## config.mk

```make
export PLATFORM = sky130hd
export DESIGN_NAME = clpr_mix
export DESIGN_NICKNAME = d
export VERILOG_FILES = /design/src/design/clpr_pkg.sv /design/src/design/clpr_mix.sv
export SDC_FILE = /design/constraint.sdc
export NUM_CORES = 2
export LEC_CHECK = 0
export ABC_AREA = 1
export BUFFER_PORTS_ARGS = -buffer_cell sky130_fd_sc_hd__buf_2
export CORE_ASPECT_RATIO = 0.9
export CORE_UTILIZATION = 35
export DETAILED_ROUTE_END_ITERATION = 16
export GPL_ROUTABILITY_DRIVEN = 0
export PLACE_DENSITY_LB_ADDON = 0.1
export SLEW_MARGIN = 20
export SYNTH_ARGS = -nofsm -noshare
export SYNTH_HDL_FRONTEND = slang
export SYNTH_SLANG_ARGS = --single-unit
```

## constraint.sdc

```tcl
create_clock -name clk -period 10.7 [get_ports clk]
set_clock_uncertainty 0.15 [all_clocks]
set_input_delay 1.07 -clock clk [delete_from_list [all_inputs] [get_ports clk]]
set_output_delay 1.07 -clock clk [all_outputs]
set_load 0.02 [all_outputs]
```

## src/design/clpr_pkg.sv

```systemverilog
`default_nettype none

package clpr_pkg;

  // Field widths
  localparam int SAMPLE_W = 16;
  localparam int PHASE_W  = 24;
  localparam int COORD_W  = 12;
  localparam int TRIG_W   = 18;
  localparam int TRIG_FRAC = TRIG_W - 2;

  // Configuration port
  localparam int CFG_INDEX_W = 1;
  localparam int CFG_DATA_W  = 24;
  localparam logic [CFG_INDEX_W-1:0] REG_PHASE_STEP  = 1'b0;
  localparam logic [CFG_INDEX_W-1:0] REG_AXIS_SELECT = 1'b1;

  // Axis codes
  localparam int AXIS_W = 2;
  localparam logic [AXIS_W-1:0] AXIS_X = 2'd0;
  localparam logic [AXIS_W-1:0] AXIS_Y = 2'd1;
  localparam logic [AXIS_W-1:0] AXIS_Z = 2'd2;

  // CORDIC on a 32-bit turn angle, unit gain at 2^30
  localparam int TURN_W          = 32;
  localparam int TURN_PAD        = TURN_W - PHASE_W;
  localparam int CORDIC_STEPS    = 20;
  localparam int CORDIC_ONE_BITS = 30;
  localparam int CORDIC_W        = 33;
  localparam int CORDIC_GAIN_INV = 652032874;
  localparam int TRIG_DROP       = CORDIC_ONE_BITS - TRIG_FRAC;
  localparam int TRIG_ONE        = 1 << TRIG_FRAC;

  // Complex product
  localparam int PROD_W = SAMPLE_W + TRIG_W;
  localparam int SUM_W  = PROD_W + 2;

  typedef struct packed {
    logic signed [SAMPLE_W-1:0] sample_real;
    logic signed [SAMPLE_W-1:0] sample_imag;
    logic [COORD_W-1:0]         coord_x;
    logic [COORD_W-1:0]         coord_y;
    logic [COORD_W-1:0]         coord_z;
  } voxel_t;

  typedef struct packed {
    logic signed [SAMPLE_W-1:0] result_real;
    logic signed [SAMPLE_W-1:0] result_imag;
  } result_t;

  // Voxel value carried along the pipeline
  typedef struct packed {
    logic signed [SAMPLE_W-1:0] re;
    logic signed [SAMPLE_W-1:0] im;
  } cplx_t;

  // atan(2^-i) in units of 2^-32 turn
  function automatic logic signed [CORDIC_W-1:0] atan_turn(input int step);
    logic signed [CORDIC_W-1:0] a;
    case (step)
      0:  a = 33'sd536870912;
      1:  a = 33'sd316933406;
      2:  a = 33'sd167458907;
      3:  a = 33'sd85005268;
      4:  a = 33'sd42667331;
      5:  a = 33'sd21354465;
      6:  a = 33'sd10680862;
      7:  a = 33'sd5340245;
      8:  a = 33'sd2670163;
      9:  a = 33'sd1335087;
      10: a = 33'sd667544;
      11: a = 33'sd333772;
      12: a = 33'sd166886;
      13: a = 33'sd83443;
      14: a = 33'sd41722;
      15: a = 33'sd20861;
      16: a = 33'sd10430;
      17: a = 33'sd5215;
      18: a = 33'sd2608;
      19: a = 33'sd1304;
      default: a = '0;
    endcase
    return a;
  endfunction

endpackage

`default_nettype wire

```

## src/design/clpr_mix.sv

```systemverilog
`default_nettype none

module clpr_mix (
  input  wire logic                                  clk,
  input  wire logic                                  rst,
  input  wire logic                                  en,
  input  wire logic                                  valid_in,
  input  wire logic signed [clpr_pkg::CORDIC_W-1:0]  x_in,
  input  wire logic signed [clpr_pkg::CORDIC_W-1:0]  y_in,
  input  wire logic [1:0]                            quad,
  input  wire clpr_pkg::cplx_t                       samp_in,
  output logic                                       valid,
  output clpr_pkg::result_t                          result
);

  localparam int W  = clpr_pkg::CORDIC_W;
  localparam int TW = clpr_pkg::TRIG_W;
  localparam int PW = clpr_pkg::PROD_W;
  localparam int SW = clpr_pkg::SUM_W;
  localparam logic signed [W:0]    TRIG_HALF = (W+1)'(1) <<< (clpr_pkg::TRIG_DROP - 1);
  localparam logic signed [W:0]    ONE_W     = (W+1)'(clpr_pkg::TRIG_ONE);
  localparam logic signed [TW-1:0] ONE_T     = TW'(clpr_pkg::TRIG_ONE);
  localparam logic signed [SW-1:0] PROD_HALF = SW'(1) <<< (clpr_pkg::TRIG_FRAC - 1);
  localparam logic signed [SW-1:0] SMAX = SW'((1 << (clpr_pkg::SAMPLE_W - 1)) - 1);
  localparam logic signed [SW-1:0] SMIN = -SMAX - SW'(1);

  logic signed [W-1:0]  xq;
  logic signed [W-1:0]  yq;
  logic signed [W:0]    xr;
  logic signed [W:0]    yr;

  logic                 rot_valid;
  logic signed [TW-1:0] cs;
  logic signed [TW-1:0] sn;
  clpr_pkg::cplx_t      rot_samp;

  logic                 prod_valid;
  logic signed [PW-1:0] p_ac;
  logic signed [PW-1:0] p_bs;
  logic signed [PW-1:0] p_as;
  logic signed [PW-1:0] p_bc;

  logic signed [SW-1:0] sum_re;
  logic signed [SW-1:0] sum_im;

  function automatic logic signed [TW-1:0] clamp_trig(input logic signed [W:0] v);
    logic signed [TW-1:0] r;
    if (v > ONE_W) begin
      r = ONE_T;
    end else if (v < -ONE_W) begin
      r = -ONE_T;
    end else begin
      r = v[TW-1:0];
    end
    return r;
  endfunction

  function automatic logic signed [clpr_pkg::SAMPLE_W-1:0] clamp_sample(
    input logic signed [SW-1:0] v);
    logic signed [SW-1:0] r;
    if (v > SMAX) begin
      r = SMAX;
    end else if (v < SMIN) begin
      r = SMIN;
    end else begin
      r = v;
    end
    return r[clpr_pkg::SAMPLE_W-1:0];
  endfunction

  // Unfold the quadrant, then round to the trig format
  always_comb begin
    case (quad)
      2'd1:    begin xq = -y_in; yq = x_in;  end
      2'd2:    begin xq = -x_in; yq = -y_in; end
      2'd3:    begin xq = y_in;  yq = -x_in; end
      default: begin xq = x_in;  yq = y_in;  end
    endcase
    xr = ((W+1)'(xq) + TRIG_HALF) >>> clpr_pkg::TRIG_DROP;
    yr = ((W+1)'(yq) + TRIG_HALF) >>> clpr_pkg::TRIG_DROP;
  end

  // Combine the products with round to nearest
  always_comb begin
    sum_re = (SW'(p_ac) - SW'(p_bs) + PROD_HALF) >>> clpr_pkg::TRIG_FRAC;
    sum_im = (SW'(p_as) + SW'(p_bc) + PROD_HALF) >>> clpr_pkg::TRIG_FRAC;
  end

  // Advance all three stages together; hold on stall
  always_ff @(posedge clk) begin
    if (rst) begin
      rot_valid  <= 1'b0;
      prod_valid <= 1'b0;
      valid      <= 1'b0;
    end else if (en) begin
      rot_valid  <= valid_in;
      prod_valid <= rot_valid;
      valid      <= prod_valid;
    end
    if (en) begin
      cs       <= clamp_trig(xr);
      sn       <= clamp_trig(yr);
      rot_samp <= samp_in;
      p_ac     <= rot_samp.re * cs;
      p_bs     <= rot_samp.im * sn;
      p_as     <= rot_samp.re * sn;
      p_bc     <= rot_samp.im * cs;
      result.result_real <= clamp_sample(sum_re);
      result.result_imag <= clamp_sample(sum_im);
    end
  end

  a_trig_range: assert property (@(posedge clk) disable iff (rst)
    rot_valid |-> (cs <= ONE_T) && (cs >= -ONE_T) && (sn <= ONE_T) && (sn >= -ONE_T))
    else $error("phasor outside unit range");

endmodule

`default_nettype wire

```

==> run_results.csv <==
group,metric,value,unit
run_status,status,"completed",
synth,synth_cell_types,57,
worst_setup_path,cp_max_fo,17,
global_route,grt-ovfl-total,0,
synth,ys_seq_area_share,11.9,%
min_path,min_path_type,"reg -> reg",
global_route,grt_pass1_vias,48264,
synth,netlist.area_leader.share,38.5,%
route,via_count,45861,
route,avgViaCountPerCell,4.73,
synth,synth_edf_count,236,
global_route,grt_pass1_wl,282000,µm
synth,synth_top_area_cell,"fa_1",
timing,fin_crit_sh,72.6,%
finish,fin_area,64700,µm²
clock_tree,post_cts_buffers,0,
placement,dpl_cell_area,63400,µm²
route,wl,177000,µm
clock_tree,cts_buffer_depth,3,
route,drt.antenna.violating_nets,0,
synth,yosysWarnings,0,
clock_tree,cts_max_level,2,
global_route,grt_max_degree,83,
route,drt-initial-drc-count,2924,
floorplanning,start_util,35.2,%
job,drv_cap,0,
finish,area_growth_syn_to_layout,7.30,%
timing,worstMarginPinSlew,1.11,ns
timing,fin_crit,7.77,ns
floorplanning,die_w,439,µm
floorplanning,die_h,396,µm
finish,nets,9135,
floorplanning,fp-row-count,144,
worst_setup_path,critPathRequiredTime,10.93,ns
clock_tree,cts_tree,"built",
floorplanning,io_pins,137,
route,dr.pass1.iters,7,
route,route.detailed.drc,0,
worst_setup_path,worst_setup_path_end_kind,"register",
finish,drive_gt1_share,6.17,%
route,detail_route.wl_per_cell,18.3,µm
global_route,antenna_found_initial,12,
timing,hold_viol_final,0,
timing,fmax,129,MHz
clock_tree,cts_buffers,36,
clock_tree,path_clk_slew,0.06,ns
synth,synth_nets,9141,
clock_tree,cts_hold_buffers,0,
worst_setup_path,start_kind,"register",
synth,yosys-top-cells-area,"fa_1 (39%), inv_1 (13%), edfxtp_1 (12%), nand2_1 (11%), ha_1 (9.9%)",
floorplanning,dieArea,174000,µm²
timing,setup_viol,0,
worst_setup_path,ff2ff_setup_slack,2.93,ns
synth,syn_inst,7399,
synth,syn_avg_cell_area,8.15,µm²
synth,synth-seq-cells,239,
synth,async_flop_share,0,%
floorplanning,coreArea,171000,µm²
clock_tree,root_buffer,"clkbuf_16",
timing,slew_violations,0,
placement,post-dp-hpwl,143000,µm
clock_tree,clock-sinks,239,
clock_tree,cts-resized-gates,0,
global_route,grt_use_total,21.1,%
worst_setup_path,critPathKind,"reg -> reg",
timing,finalSetupTns,0,ns
timing,max_slew_margin,23.8,%
clock_tree,clk_latency,0.64,ns
worst_setup_path,crit_arrival,8.00,ns
synth,synthFlopType,"edfxtp_1",
timing,rsz0062_at_grt,"false",
synth,syn-cell-area,60300,µm²
placement,portBuffers,136,
## stage by stage
stage	hold slack (ns)	setup WS, ns	cells	util [%]
floorplan	0.280	4.42	7399	-
global placement	0.295	2.93	9618	37.0
detailed placement	0.293	2.99	9618	37.0
CTS	0.306	2.94	9684	37.8
global route	0.326	2.56	9684	37.8
finish	0.307	2.93	9689	37.8
## worst max-delay path, stage by stage (launching register included)
cell and delay, ns:
edfxtp_1 0.82, buf_4 0.39, nand2_1 0.14, inv_1 0.16
fa_1 0.57, fa_1 0.97, fa_1 0.58, fa_1 0.51
inv_1 0.05, fa_1 0.47, inv_1 0.05, fa_1 0.44
ha_1 0.45, inv_1 0.10, nor3_1 0.36, nor3b_1 0.39
nand4_1 0.14, o21ai_0 0.38, xor2_1 0.39
## metal layers
metal	wire length, µm	GRT usage [%]	up-vias
li1	-	-	21616
met1	84300	30.7	23038
met2	79600	33.0	1058
met3	9620	2.91	143
met4	3670	4.65	6
met5	37	0	-
## final cells by class
class | instances | area [µm²]
Fill cell | 17953 | 106000
Multi-Input combinational cell | 4822 | 44300
Inverter | 2078 | 7800
Sequential cell | 239 | 7150
Tap cell | 2263 | 2830
Timing Repair Buffer | 216 | 1290
Clock buffer | 41 | 930
Clock inverter | 25 | 365
Antenna cell | 5 | 12.5
## kinds of logic (layout without fill, tap and decap cells)
group | after synthesis | count (layout) | synth area share [%]
and+or+nand+nor | 2489 | 2489 | 17.4
buffers and inverters | 2338 | 2360 | 14.7
adders and majority gates | 1638 | 1638 | 48.5
AOI/OAI and AO/OA | 489 | 489 | 4.59
DFF | 239 | 239 | 11.9
xor gates and xnor gates | 206 | 206 | 3.01
other | 0 | 5 | 0
## sequential cells by signal, summed over array words and instances, names as in the netlist
name        cells
cs             18
p_ac           34
p_as           34
p_bc           34
p_bs           34
prod_valid      1
result         32
rot_samp       32
rot_valid       1
sn             18
valid           1
## placed cells by master, fill, tap and decap left out, types with 19 or more instances in the layout
cell       count
xnor2_1       81
edfxtp_1     236
nand2_2       46
nor2_4        42
nor3_1        27
inv_1       2055
a31oi_1       19
nand2_1     1740
nor2_2        41
xor2_1       124
nand4_1       40
nor2_1       320
a21oi_1      213
ha_1         478
o21a_1        24
o21ai_0      136
fa_1        1160
buf_2        135
buf_4         80
clkbuf_16     36
nand3_1      180
## cell usage after synthesis, types with 11 or more instances
master / count
edfxtp_1: 236
nor4_1: 13
inv_1: 2055
a21boi_0: 17
nor2_1: 321
xor2_1: 124
a31oi_1: 19
nand3_2: 14
o21ai_1: 17
nor3_1: 27
o21a_1: 24
nand4_1: 40
nor2_4: 42
a21oi_1: 213
ha_1: 478
clkbuf_1: 241
o211ai_1: 11
inv_2: 16
nand3_1: 180
o21ai_0: 136
xnor2_1: 81
nor2_2: 40
fa_1: 1160
nand2_2: 46
nand2_1: 1740
## worst paths after layout
| check | startpoint | endpoint | cells past startpoint |
|---|---|---|---|
| setup / recovery | cs[17] | p_ac[32] | 18 |
| hold / removal | rot_valid | prod_valid | 2 |
| setup reg to reg | cs[17] | p_ac[32] | 18 |
| hold reg to reg | rot_valid | prod_valid | 2 |
Power is left out: the tool's default activity adds up to more than one toggle a clock period on the data nets, which glitch-free logic cannot reach.
