**config.mk**
```make
export PLATFORM = sky130hd
export DESIGN_NAME = clpr_phase
export DESIGN_NICKNAME = d
export VERILOG_FILES = /design/src/design/clpr_pkg.sv /design/src/design/clpr_phase.sv
export SDC_FILE = /design/constraint.sdc
export NUM_CORES = 1
export LEC_CHECK = 0
export ABC_AREA = 0
export BUFFER_PORTS_ARGS = -buffer_cell sky130_fd_sc_hd__clkbuf_2
export CORE_MARGIN = 3
export CORE_UTILIZATION = 40
export DETAILED_ROUTE_END_ITERATION = 10
export SLEW_MARGIN = 30
export SYNTH_ARGS = -nofsm -noshare
export SYNTH_HDL_FRONTEND = slang
export SYNTH_SLANG_ARGS = --single-unit
```
**constraint.sdc**
```tcl
create_clock -name clk -period 5.9 [get_ports clk]
set_input_delay 0 -clock clk [delete_from_list [all_inputs] [get_ports clk]]
set_output_delay 0 -clock clk [all_outputs]
set_load 0.03 [all_outputs]
```
**src/design/clpr_pkg.sv**
```systemverilog
`default_nettype none

package clpr_pkg;

  // Field widths
  localparam int SAMPLE_W = 16;
  localparam int PHASE_W  = 24;
  localparam int COORD_W  = 12;
  localparam int TRIG_W   = 18;
  localparam int TRIG_FRAC = TRIG_W - 2;

  // Configuration port
  localparam int CFG_INDEX_W = 1;
  localparam int CFG_DATA_W  = 24;
  localparam logic [CFG_INDEX_W-1:0] REG_PHASE_STEP  = 1'b0;
  localparam logic [CFG_INDEX_W-1:0] REG_AXIS_SELECT = 1'b1;

  // Axis codes
  localparam int AXIS_W = 2;
  localparam logic [AXIS_W-1:0] AXIS_X = 2'd0;
  localparam logic [AXIS_W-1:0] AXIS_Y = 2'd1;
  localparam logic [AXIS_W-1:0] AXIS_Z = 2'd2;

  // CORDIC on a 32-bit turn angle, unit gain at 2^30
  localparam int TURN_W          = 32;
  localparam int TURN_PAD        = TURN_W - PHASE_W;
  localparam int CORDIC_STEPS    = 20;
  localparam int CORDIC_ONE_BITS = 30;
  localparam int CORDIC_W        = 33;
  localparam int CORDIC_GAIN_INV = 652032874;
  localparam int TRIG_DROP       = CORDIC_ONE_BITS - TRIG_FRAC;
  localparam int TRIG_ONE        = 1 << TRIG_FRAC;

  // Complex product
  localparam int PROD_W = SAMPLE_W + TRIG_W;
  localparam int SUM_W  = PROD_W + 2;

  typedef struct packed {
    logic signed [SAMPLE_W-1:0] sample_real;
    logic signed [SAMPLE_W-1:0] sample_imag;
    logic [COORD_W-1:0]         coord_x;
    logic [COORD_W-1:0]         coord_y;
    logic [COORD_W-1:0]         coord_z;
  } voxel_t;

  typedef struct packed {
    logic signed [SAMPLE_W-1:0] result_real;
    logic signed [SAMPLE_W-1:0] result_imag;
  } result_t;

  // Voxel value carried along the pipeline
  typedef struct packed {
    logic signed [SAMPLE_W-1:0] re;
    logic signed [SAMPLE_W-1:0] im;
  } cplx_t;

  // atan(2^-i) in units of 2^-32 turn
  function automatic logic signed [CORDIC_W-1:0] atan_turn(input int step);
    logic signed [CORDIC_W-1:0] a;
    case (step)
      0:  a = 33'sd536870912;
      1:  a = 33'sd316933406;
      2:  a = 33'sd167458907;
      3:  a = 33'sd85005268;
      4:  a = 33'sd42667331;
      5:  a = 33'sd21354465;
      6:  a = 33'sd10680862;
      7:  a = 33'sd5340245;
      8:  a = 33'sd2670163;
      9:  a = 33'sd1335087;
      10: a = 33'sd667544;
      11: a = 33'sd333772;
      12: a = 33'sd166886;
      13: a = 33'sd83443;
      14: a = 33'sd41722;
      15: a = 33'sd20861;
      16: a = 33'sd10430;
      17: a = 33'sd5215;
      18: a = 33'sd2608;
      19: a = 33'sd1304;
      default: a = '0;
    endcase
    return a;
  endfunction

endpackage

`default_nettype wire

```
**src/design/clpr_phase.sv**
```systemverilog
`default_nettype none

module clpr_phase (
  input  wire logic                                clk,
  input  wire logic                                rst,
  input  wire logic                                en,
  input  wire logic                                valid_in,
  input  wire clpr_pkg::voxel_t                    voxel,
  input  wire logic [clpr_pkg::PHASE_W-1:0]        phase_step,
  input  wire logic [clpr_pkg::AXIS_W-1:0]         axis_select,
  output logic                                     valid,
  output logic [clpr_pkg::PHASE_W-1:0]             phase,
  output clpr_pkg::cplx_t                          samp
);

  logic [clpr_pkg::COORD_W-1:0]                    coord;
  logic [clpr_pkg::PHASE_W+clpr_pkg::COORD_W-1:0]  prod;

  // Pick the coordinate on the chosen axis; the unused code gives phase zero
  always_comb begin
    case (axis_select)
      clpr_pkg::AXIS_X: coord = voxel.coord_x;
      clpr_pkg::AXIS_Y: coord = voxel.coord_y;
      clpr_pkg::AXIS_Z: coord = voxel.coord_z;
      default:          coord = '0;
    endcase
  end

  assign prod = phase_step * coord;

  // Hold the item while the pipeline is stalled
  always_ff @(posedge clk) begin
    if (rst) begin
      valid <= 1'b0;
    end else if (en) begin
      valid <= valid_in;
    end
    if (en) begin
      phase   <= prod[clpr_pkg::PHASE_W-1:0];
      samp.re <= voxel.sample_real;
      samp.im <= voxel.sample_imag;
    end
  end

  a_zero_step: assert property (@(posedge clk) disable iff (rst)
    $past(en) && ($past(phase_step) == '0) |-> phase == '0)
    else $error("nonzero phase from zero phase step");

endmodule

`default_nettype wire

```
==> run metrics, run 1 <==
mapped cell area=roughly 8400 µm²; initial antenna violation count=1; vias in the first global route=6546; CP startpoint kind=primary input; DRT antenna net count=0; CP Cell Sequence=clkbuf_2, mux2i_1, o21ai_2, nand2_1, fa_1, inv_1, fa_1, fa_1, fa_1, inv_1, fa_1, inv_1, ha_1, and3_1, a31oi_1, o41ai_1, a21o_1, a21oi_1, xnor2_1; DR iter-0 viols=between 200 and 300; syn avg cell area=9.73 µm²; Avg WL per Cell=about 15 µm; worst-case vdd ir drop=~0.00036 V; CP max FO=14; sequential-to-total area share from yosys stat=0.203; #FFs+latches synth=57; CP max stage delay=0.56 ns; IO Pins=roughly 160; PwrDens=approximately 480 nW/µm²; gr usage total=0.180; Post-Syn Instances=around 860; Core ar.=20400 µm²; status=completed; Synth Net Count=around 1200; hold depth=2; final setup fails=0; minimum clock period=between 5 and 6 ns; Worst Hold Class=primary input to flip-flop; Worst-Skew Late Latency=0.33 ns; Worst R2R Setup Slack=around 4.8 ns; filler instances=1948; vias per cell=about 4.7; setup TNS=0 ns; Residual DRC=0; most frequent cells in the layout=inv_1 (198), fa_1 (159), nand2_1 (158), clkbuf_2 (154), and2_1 (72); r2r worst-path depth=3; DIE AREA=~23000 µm²; Synth-to-Final Area Change=20.9%; largest net degree at the start of global routing=58; Top delay family on crit path=adder cells; clock skew=0 ns; share of layout cells above drive strength 1=0.188; Worst Path Class, Setup=primary input to flip-flop; grt ovf=0; Buf+Inv Stages, Crit Path=4; IO buf count=approximately 150; crit path capture type=flip-flop; Final Hold Viols=0; critical path's slowest cell=o21ai_2; Starting Density=0.410; Worst Path Arrival=about 5.5 ns; CTS resizes=0; first-pass GRT wire length=between 30 and 40 mm; CTS Root Cell=clkbuf_16; CTS Buf Count=9; drt total wl=between 15 and 20 mm; Ant. Diodes=0; Slew Limit Fails=0; Synth cell types=between 40 and 50; CTS clk-pin slew, worst paths=0.06 ns; fin nets=about 1300; die width=151 µm; CP most frequent cell=fa_1; Ys Warns=0; R2R Path Start=valid$_SDFFE_PP0P_; Tcrit/Tclk final=0.911; Reg area=between 1500 and 2000 µm²; WP data required=5.99 ns; FMAX=approximately 190 MHz; Clock H-tree levels=3; Slew @ Worst Pin=approximately 0.75 ns; Hold Path Sink=phase[0]$_DFFE_PP_; Hold Path Origin=phase_step[0]; total clock sinks=57; hold_buf cts=34; reg2reg end=valid$_SDFFE_PP0P_; RePlAce Congestion=about 0.85; Leakage=around 5.0 nW; Fin Hold WS=0.129 ns; multi-input logic area=between 5000 and 6000 µm²; total of max-cap violations=0; RSZ-0062 raised after global routing=false; Slew HR=0.501; die span in y=about 150 µm; via count=6168; post-CTS setup buffer count=0; DR pass1 iterations=4; row count=52; Final HPWL DP=~15 mm; most common cell after layout, fill and taps aside=inv_1; CTS tree=built; CTS Buffer Depth=2
registers in the layout, summed over array words and instances (netlist names):
register  flops
samp         32
valid         1
phase        24
cells by family after synthesis:
logic type,Yosys count,synth area share
flip-flops,57,0.203
buffers and inverters,238,0.109
adder cells (fa/ha/maj),200,0.441
AND/OR/NAND/NOR,263,0.146
AO/OA/AOI/OAI,53,0.0427
multiplexers,13,0.0155
XOR/XNOR,38,0.0422
power by group:
part | internal [W] | switching (W)
clock network | 0.000412 | 0.000187
logic | 0.00153 | 0.00200
registers | 0.000713 | 0.0000234
metal layers:
layer,GRT usage,share of wire,vias to the layer above
met5,0,0.00068,-
met4,0.0517,0.013,2
met3,0.0236,0.047,18
met2,0.321,0.51,142
met1,0.229,0.43,3105
li1,-,-,2901
synth_stat cells:
| cell | number | area share |
|---|---|---|
| inv_1 | 198 | 0.089 |
| fa_1 | 159 | 0.38 |
| nand2_1 | 158 | 0.071 |
| and2_1 | 72 | 0.054 |
| edfxtp_1 | 56 | 0.20 |
| ha_1 | 41 | 0.061 |
| clkbuf_1 | 33 | 0.015 |
| xnor2_1 | 26 | 0.027 |
| mux2i_1 | 13 | 0.016 |
| a21oi_1 | 12 | 0.0072 |
| xor2_1 | 10 | 0.010 |
| nor2_1 | 9 | 0.0040 |
| o21ai_1 | 8 | 0.0048 |
| o21ai_0 | 7 | 0.0042 |
| a21o_1 | 6 | 0.0054 |
| nor2b_1 | 6 | 0.0045 |
| nand3b_1 | 5 | 0.0045 |
| o21a_1 | 5 | 0.0045 |
| a31oi_1 | 4 | 0.0030 |
| o21ai_2 | 4 | 0.0042 |
| nand2b_1 | 3 | 0.0022 |
| nand3_1 | 3 | 0.0018 |
| a31o_2 | 2 | 0.0021 |
| buf_1 | 2 | 0.00090 |
| buf_4 | 2 | 0.0018 |
| buf_6 | 2 | 0.0027 |
| nor3_1 | 2 | 0.0012 |
| a21bo_2 | 1 | 0.0012 |
| and3_1 | 1 | 0.00075 |
| buf_2 | 1 | 0.00060 |
| dfxtp_1 | 1 | 0.0024 |
| nand2_2 | 1 | 0.00075 |
| nand4_1 | 1 | 0.00075 |
| nor4_1 | 1 | 0.00075 |
| o21bai_1 | 1 | 0.00090 |
| o2bb2ai_4 | 1 | 0.0033 |
| o31a_1 | 1 | 0.0010 |
| o41ai_1 | 1 | 0.0010 |
| or2_2 | 1 | 0.00075 |
| xnor2_2 | 1 | 0.0019 |
| xnor3_1 | 1 | 0.0027 |
layout make-up:
cell class                 instances  area share
sequential                        57       0.168
timing repair buffer             204       0.123
clock buffer                       9      0.0222
inverter                         198      0.0733
tap                              270      0.0333
clock inverter                     7      0.0117
multi-input combinational        567       0.569
through the flow:
stage | utilization | power [W] | std cells | cell area (µm²) | setup WS [ns]
6_report | 0.496 | 0.00487 | 1312 | 10100 | 0.527
5_1_grt | 0.496 | 0.00545 | 1312 | 10100 | 0.113
3_5_place_dp | 0.463 | 0.00431 | 1262 | 9450 | 0.109
2_1_floorplan | - | 0.00346 | 862 | 8380 | 0.451
4_1_cts | 0.496 | 0.00496 | 1312 | 10100 | 0.510
3_3_place_gp | 0.463 | 0.00427 | 1262 | 9450 | 0.246
worst max path at each step:
stage	start	cells past startpoint	endpoint	slack (ns)
after floorplan	axis_select[1]	25	phase[23]$_DFFE_PP_	0.45
after global placement	axis_select[0]	19	phase[23]$_DFFE_PP_	0.25
after detailed placement	axis_select[0]	20	phase[23]$_DFFE_PP_	0.11
after CTS	axis_select[0]	20	phase[23]$_DFFE_PP_	0.51
after global routing	axis_select[0]	20	phase[23]$_DFFE_PP_	0.11
final	axis_select[0]	19	phase[23]$_DFFE_PP_	0.53
Power figures use the tool's default switching activity.
==> run 2: changes to the inputs <==
--- a/config.mk
+++ b/config.mk
@@ -9,7 +9,9 @@
 export BUFFER_PORTS_ARGS = -buffer_cell sky130_fd_sc_hd__clkbuf_2
 export CORE_MARGIN = 3
 export CORE_UTILIZATION = 40
+export CTS_BUF_LIST = sky130_fd_sc_hd__clkbuf_2 sky130_fd_sc_hd__clkbuf_4 sky130_fd_sc_hd__clkbuf_8
 export DETAILED_ROUTE_END_ITERATION = 10
+export PLACE_DENSITY = 0.63
 export SLEW_MARGIN = 30
 export SYNTH_ARGS = -nofsm -noshare
 export SYNTH_HDL_FRONTEND = slang
==> run metrics, run 2 (same netlist as run 1, synthesis figures left out) <==
share of layout cells above drive strength 1=0.188; worst-case vdd ir drop=0.000387 V; post-CTS setup buffer count=0; DIE AREA=22700 µm²; gr usage total=0.176; Slew Limit Fails=0; CP most frequent cell=fa_1; RSZ-0062 raised after global routing=false; Worst-Skew Late Latency=between 0.3 and 0.4 ns; Tcrit/Tclk final=0.900; IO buf count=roughly 150; CTS Root Cell=clkbuf_8; Slew @ Worst Pin=about 0.77 ns; Final Cell Area=10000 µm²; grt ovf=0; CP Cell Sequence=clkbuf_2, buf_4, mux2i_1, o2bb2ai_4, nand2_1, fa_1, inv_1, fa_1, fa_1, fa_1, inv_1, fa_1, inv_1, ha_1, o21a_1, o21ai_0, nand2b_1, a31oi_1, o41ai_1, a21o_1, a21oi_1, xnor2_1; via count=between 6000 and 7000; max FFs per register=32; first-pass GRT wire length=between 30 and 40 mm; Ant. Diodes=0; clock skew=0 ns; initial antenna violation count=1; most frequent cells in the layout=inv_1 (198), fa_1 (159), nand2_1 (158), clkbuf_2 (154), and2_1 (72); fin nets=around 1300; setup TNS=0 ns; Worst Path Class, Setup=primary input to flip-flop; die span in y=around 150 µm; vias per cell=4.69; status=completed; FMAX=188 MHz; filler instances=just under 2000; DR pass1 iterations=6; CP startpoint kind=primary input; CP max FO=15; row count=52; Final HPWL DP=between 15 and 20 mm; Final Hold Viols=0; die width=around 150 µm; total of max-cap violations=0; total chip power=approximately 0.0047 W; largest net degree at the start of global routing=a little under 60; Starting Density=0.410; Post-Place Cell Area=9460 µm²; RePlAce Congestion=around 0.81; largest reg by FF count=samp; drt total wl=19.0 mm; Synth-to-Final Area Change=19.9%; largest registers=samp x32, phase x24, valid x1; DRT antenna net count=0; Leakage=4.93 nW; most common cell after layout, fill and taps aside=inv_1; crit path capture type=flip-flop; total clock sinks=57; CTS Buffer Depth=2; CTS Buf Count=9; PwrDens=between 400 and 500 nW/µm²; IO Pins=between 150 and 200; Post-Layout Cell Count=1311; critical path's slowest cell=fa_1; CTS clk-pin slew, worst paths=0.07 ns; DR iter-0 viols=approximately 360; Slew HR=0.485; Worst Hold Class=primary input to flip-flop; cell count after placement=~1300; vias in the first global route=between 6000 and 7000; minimum clock period=roughly 5.3 ns; CP max stage delay=between 0.5 and 0.6 ns; Residual DRC=0; WP data required=about 6.0 ns; Avg WL per Cell=14.5 µm; Fin Hold WS=0.105 ns; final setup fails=0; CTS tree=built; Clock H-tree levels=3; Core ar.=approximately 20000 µm²; Worst Path Arrival=around 5.4 ns
## run 2: cell types whose count changed in the layout (fill, tap and decap cells not counted), sizes merged
cell    change
clkbuf      +1
buf         -1
clkinv      -1
## run 2: area by class of cell
cell class	instances	area (µm²)	area share
repair buffers	203	1250	0.124
clock inverters	6	115	0.0115
inverters	198	743	0.0740
flip-flops and latches	57	1700	0.169
multi-input cells	567	5770	0.574
clock buffers	10	138	0.0137
well taps	270	338	0.0336
## run 2: per-layer routing
layer,vias to the layer above,global-route usage,part of all wire
li1,2900,-,-
met1,3054,0.224,0.42
met2,167,0.314,0.50
met3,27,0.0248,0.055
met4,2,0.0490,0.019
met5,-,0,0.00069
## run 2: power breakdown
group          total (W)  internal, W  switching [W]
Sequential      0.000737     0.000712      0.0000245
Combinational    0.00354      0.00151        0.00202
Clock           0.000458     0.000293       0.000165
Total            0.00473      0.00252        0.00221
## run 2: timing repair
| item | CTS | global route |
|---|---|---|
| hold buffers | 34 | 0 |
| endpoints found under the hold margin | 33 | 0 |
| endpoints found under the setup margin | 0 | 0 |
| gates resized for setup | 0 | 0 |
## run 2: path summary, 6_finish.rpt
path	startpoint	end	slack [ns]	cells past startpoint
worst max-delay path	axis_select[0]	phase[23]$_DFFE_PP_	0.59	22
worst min-delay path	phase_step[0]	phase[0]$_DFFE_PP_	0.10	2
worst max register to register	valid$_SDFFE_PP0P_	valid$_SDFFE_PP0P_	4.75	3
worst min register to register	valid$_SDFFE_PP0P_	valid$_SDFFE_PP0P_	1.08	3
## run 2: stage by stage
stage,util,worst slack [ns]
finish,0.492,0.590
global route,0.492,0.179
CTS,0.492,0.541
detailed placement,0.463,0.142
global placement,0.463,0.284
floorplan,-,0.451
## run 2: critical path, delay by kind of cell
family | cells | cell delay [ns]
simple gates | 2 | 0.26
fa+ha+maj | 6 | 2.69
xor+xnor | 1 | 0.08
buf+inv | 5 | 0.62
compound gates | 7 | 1.64
mux | 1 | 0.13
==> run 3: changes to the inputs <==
--- a/config.mk
+++ b/config.mk
@@ -5,13 +5,14 @@
 export SDC_FILE = /design/constraint.sdc
 export NUM_CORES = 1
 export LEC_CHECK = 0
-export ABC_AREA = 0
+export ABC_AREA = 1
 export BUFFER_PORTS_ARGS = -buffer_cell sky130_fd_sc_hd__clkbuf_2
 export CORE_MARGIN = 3
 export CORE_UTILIZATION = 40
 export CTS_BUF_LIST = sky130_fd_sc_hd__clkbuf_2 sky130_fd_sc_hd__clkbuf_4 sky130_fd_sc_hd__clkbuf_8
+export CTS_CLUSTER_DIAMETER = 120
 export DETAILED_ROUTE_END_ITERATION = 10
-export PLACE_DENSITY = 0.63
+export PLACE_DENSITY = 0.62
 export SLEW_MARGIN = 30
 export SYNTH_ARGS = -nofsm -noshare
 export SYNTH_HDL_FRONTEND = slang
==> run metrics, run 3 <==
status=completed; Leakage=roughly 5.7 nW; Starting Density=0.410; PwrDens=444 nW/µm²; gr usage total=0.188; ys flop type=edfxtp_1; Synth Net Count=between 1000 and 1500; WP data required=between 5 and 6 ns; first-pass GRT wire length=roughly 36 mm; CTS Buffer Depth=2; RePlAce Congestion=between 0.9 and 1; top-area cell type share of the netlist area=0.367; largest net degree at the start of global routing=58; Synth-to-Final Area Change=18.1%; total chip power=between 0.004 and 0.005 W; Synth Area in Compound Gates=0.0285; top-count cell post-synth=nand2_1; asr flop ratio synth=0; Residual DRC=0; worst-case vdd ir drop=about 0.00026 V; leading area contributor after synthesis=fa_1; dpl ws=0.0944 ns; Worst-Skew Late Latency=approximately 0.34 ns; Synth cell types=37; mapped cell area=just under 9000 µm²; DR pass1 iterations=4; final setup fails=0; vias per cell=4.62; synth cell count leaders=nand2_1 (296), inv_1 (292), fa_1 (159), edfxtp_1 (56), ha_1 (41); Slew @ Worst Pin=~0.73 ns; sequential-to-total area share from yosys stat=0.196; CP max stage delay=between 0.5 and 0.6 ns; largest reg by FF count=samp; #FFs+latches synth=57; area share of fa/ha/maj cells after synthesis=0.426; die span in y=153 µm; via count=~6800; CP max FO=10; DRT antenna net count=0; Worst Hold Class=primary input to flip-flop; final setup margin=about 0.5 ns; Top delay family on crit path=adder cells; FMAX=around 190 MHz; post-CTS setup buffer count=0; minimum clock period=between 5 and 6 ns; Final Hold Viols=0; IO buf count=between 150 and 200; total of max-cap violations=0; IO Pins=about 160; largest family of logic cells by synthesized area=adder cells; Worst Path Class, Setup=primary input to flip-flop; Avg WL per Cell=approximately 15 µm; row count=53; Ant. Diodes=0; Core ar.=21200 µm²; share of layout cells above drive strength 1=0.171; Tcrit/Tclk final=0.916; initial antenna violation count=0; CTS Buf Count=9; Final HPWL DP=~17 mm; max FFs per register=32; mux contribution to synthesized area=0.00115; DIE AREA=23500 µm²; drt total wl=roughly 21 mm; most frequent cells in the layout=nand2_1 (296), inv_1 (292), fa_1 (159), clkbuf_2 (154), edfxtp_1 (56); setup TNS=0 ns; vias in the first global route=roughly 7200; largest registers=samp x32, phase x24, valid x1; fin util=0.485; die width=between 150 and 200 µm; CTS Root Cell=clkbuf_8; Slew Limit Fails=0; fin nets=about 1500; Simple-Gate Fraction of Synth Area=0.180; critical path's slowest cell=fa_1; CTS tree=built; clock skew=0 ns; EDFF count, synth=56; DR iter-0 viols=between 200 and 300; synth top area cells=fa_1 (37%), edfxtp_1 (19%), nand2_1 (13%); CP most frequent cell=fa_1; Buf+Inv Stages, Crit Path=5; RSZ-0062 raised after global routing=false; total clock sinks=between 50 and 60; CTS clk-pin slew, worst paths=around 0.090 ns; CP startpoint kind=primary input; Clock H-tree levels=3; grt ovf=0; Post-Synth XOR/XNOR Area=0.0212; Slew HR=0.511; most common cell after layout, fill and taps aside=nand2_1; crit path capture type=flip-flop; Fin Hold WS=between 0.1 and 0.15 ns; syn avg cell area=8.52 µm²; Ys Warns=0; Post-Syn Instances=between 1000 and 1500; Worst Path Arrival=between 5 and 6 ns
==> run 3: where the power goes <==
group          total (W)  switching, W  internal [W]  leakage [nW]
sequential      0.000734     0.0000248      0.000710         0.556
combinational    0.00345       0.00212       0.00133          5.05
clock           0.000365      0.000171      0.000194        0.0929
total            0.00455       0.00232       0.00223          5.70
==> run 3: layout make-up <==
| class | instances | area, µm² |
|---|---|---|
| Clock buffer | 9 | 124 |
| Clock inverter | 7 | 71.3 |
| Fill cell | 2080 | 10900 |
| Inverter | 295 | 1110 |
| Multi-Input combinational cell | 628 | 5700 |
| Sequential cell | 57 | 1700 |
| Tap cell | 275 | 344 |
| Timing Repair Buffer | 200 | 1200 |
==> run 3: per-stage QoR <==
stage,std cells,area (µm²)
3_3_place_gp,1421,9720
5_1_grt,1471,10300
4_1_cts,1471,10300
3_5_place_dp,1421,9720
6_report,1471,10300
2_1_floorplan,1018,8680
==> run 3: logic make-up after synthesis <==
logic type	Yosys count
adders and majority gates	200
DFF	57
muxes	1
buffers and inverters	333
AOI/OAI and AO/OA	44
xor gates and xnor gates	21
and+or+nand+nor	362
==> run 3: timing repair <==
action / 4_1_cts / 5_1_grt
hold buffers: 34 / 0
setup endpoints to repair: 0 / 0
hold endpoints to repair: 33 / 0
gates resized for setup: 0 / 0
==> run 3: final timing paths <==
path | from | endpoint | slack, ns | cells after the start
setup / recovery | axis_select[0] | phase[22]$_DFFE_PP_ | 0.50 | 25
hold / removal | phase_step[0] | phase[0]$_DFFE_PP_ | 0.14 | 3
setup reg to reg | valid$_SDFFE_PP0P_ | valid$_SDFFE_PP0P_ | 4.76 | 3
hold reg to reg | valid$_SDFFE_PP0P_ | valid$_SDFFE_PP0P_ | 1.05 | 3
==> run 3: worst min-delay path: stages <==
cell and delay, ns:
clkbuf_2 0.25, nand2_1 0.09, inv_1 0.05
==> run 3: metal layers <==
| layer | GRT usage | vias to the layer above | part of all wire | routed length, µm |
|---|---|---|---|---|
| li1 | - | 3278 | - | - |
| met1 | 0.245 | 3233 | 0.43 | 9120 |
| met2 | 0.319 | 253 | 0.47 | 10100 |
| met3 | 0.0360 | 37 | 0.077 | 1640 |
| met4 | 0.0607 | 0 | 0.026 | 558 |
| met5 | 0 | - | 0 | 0 |
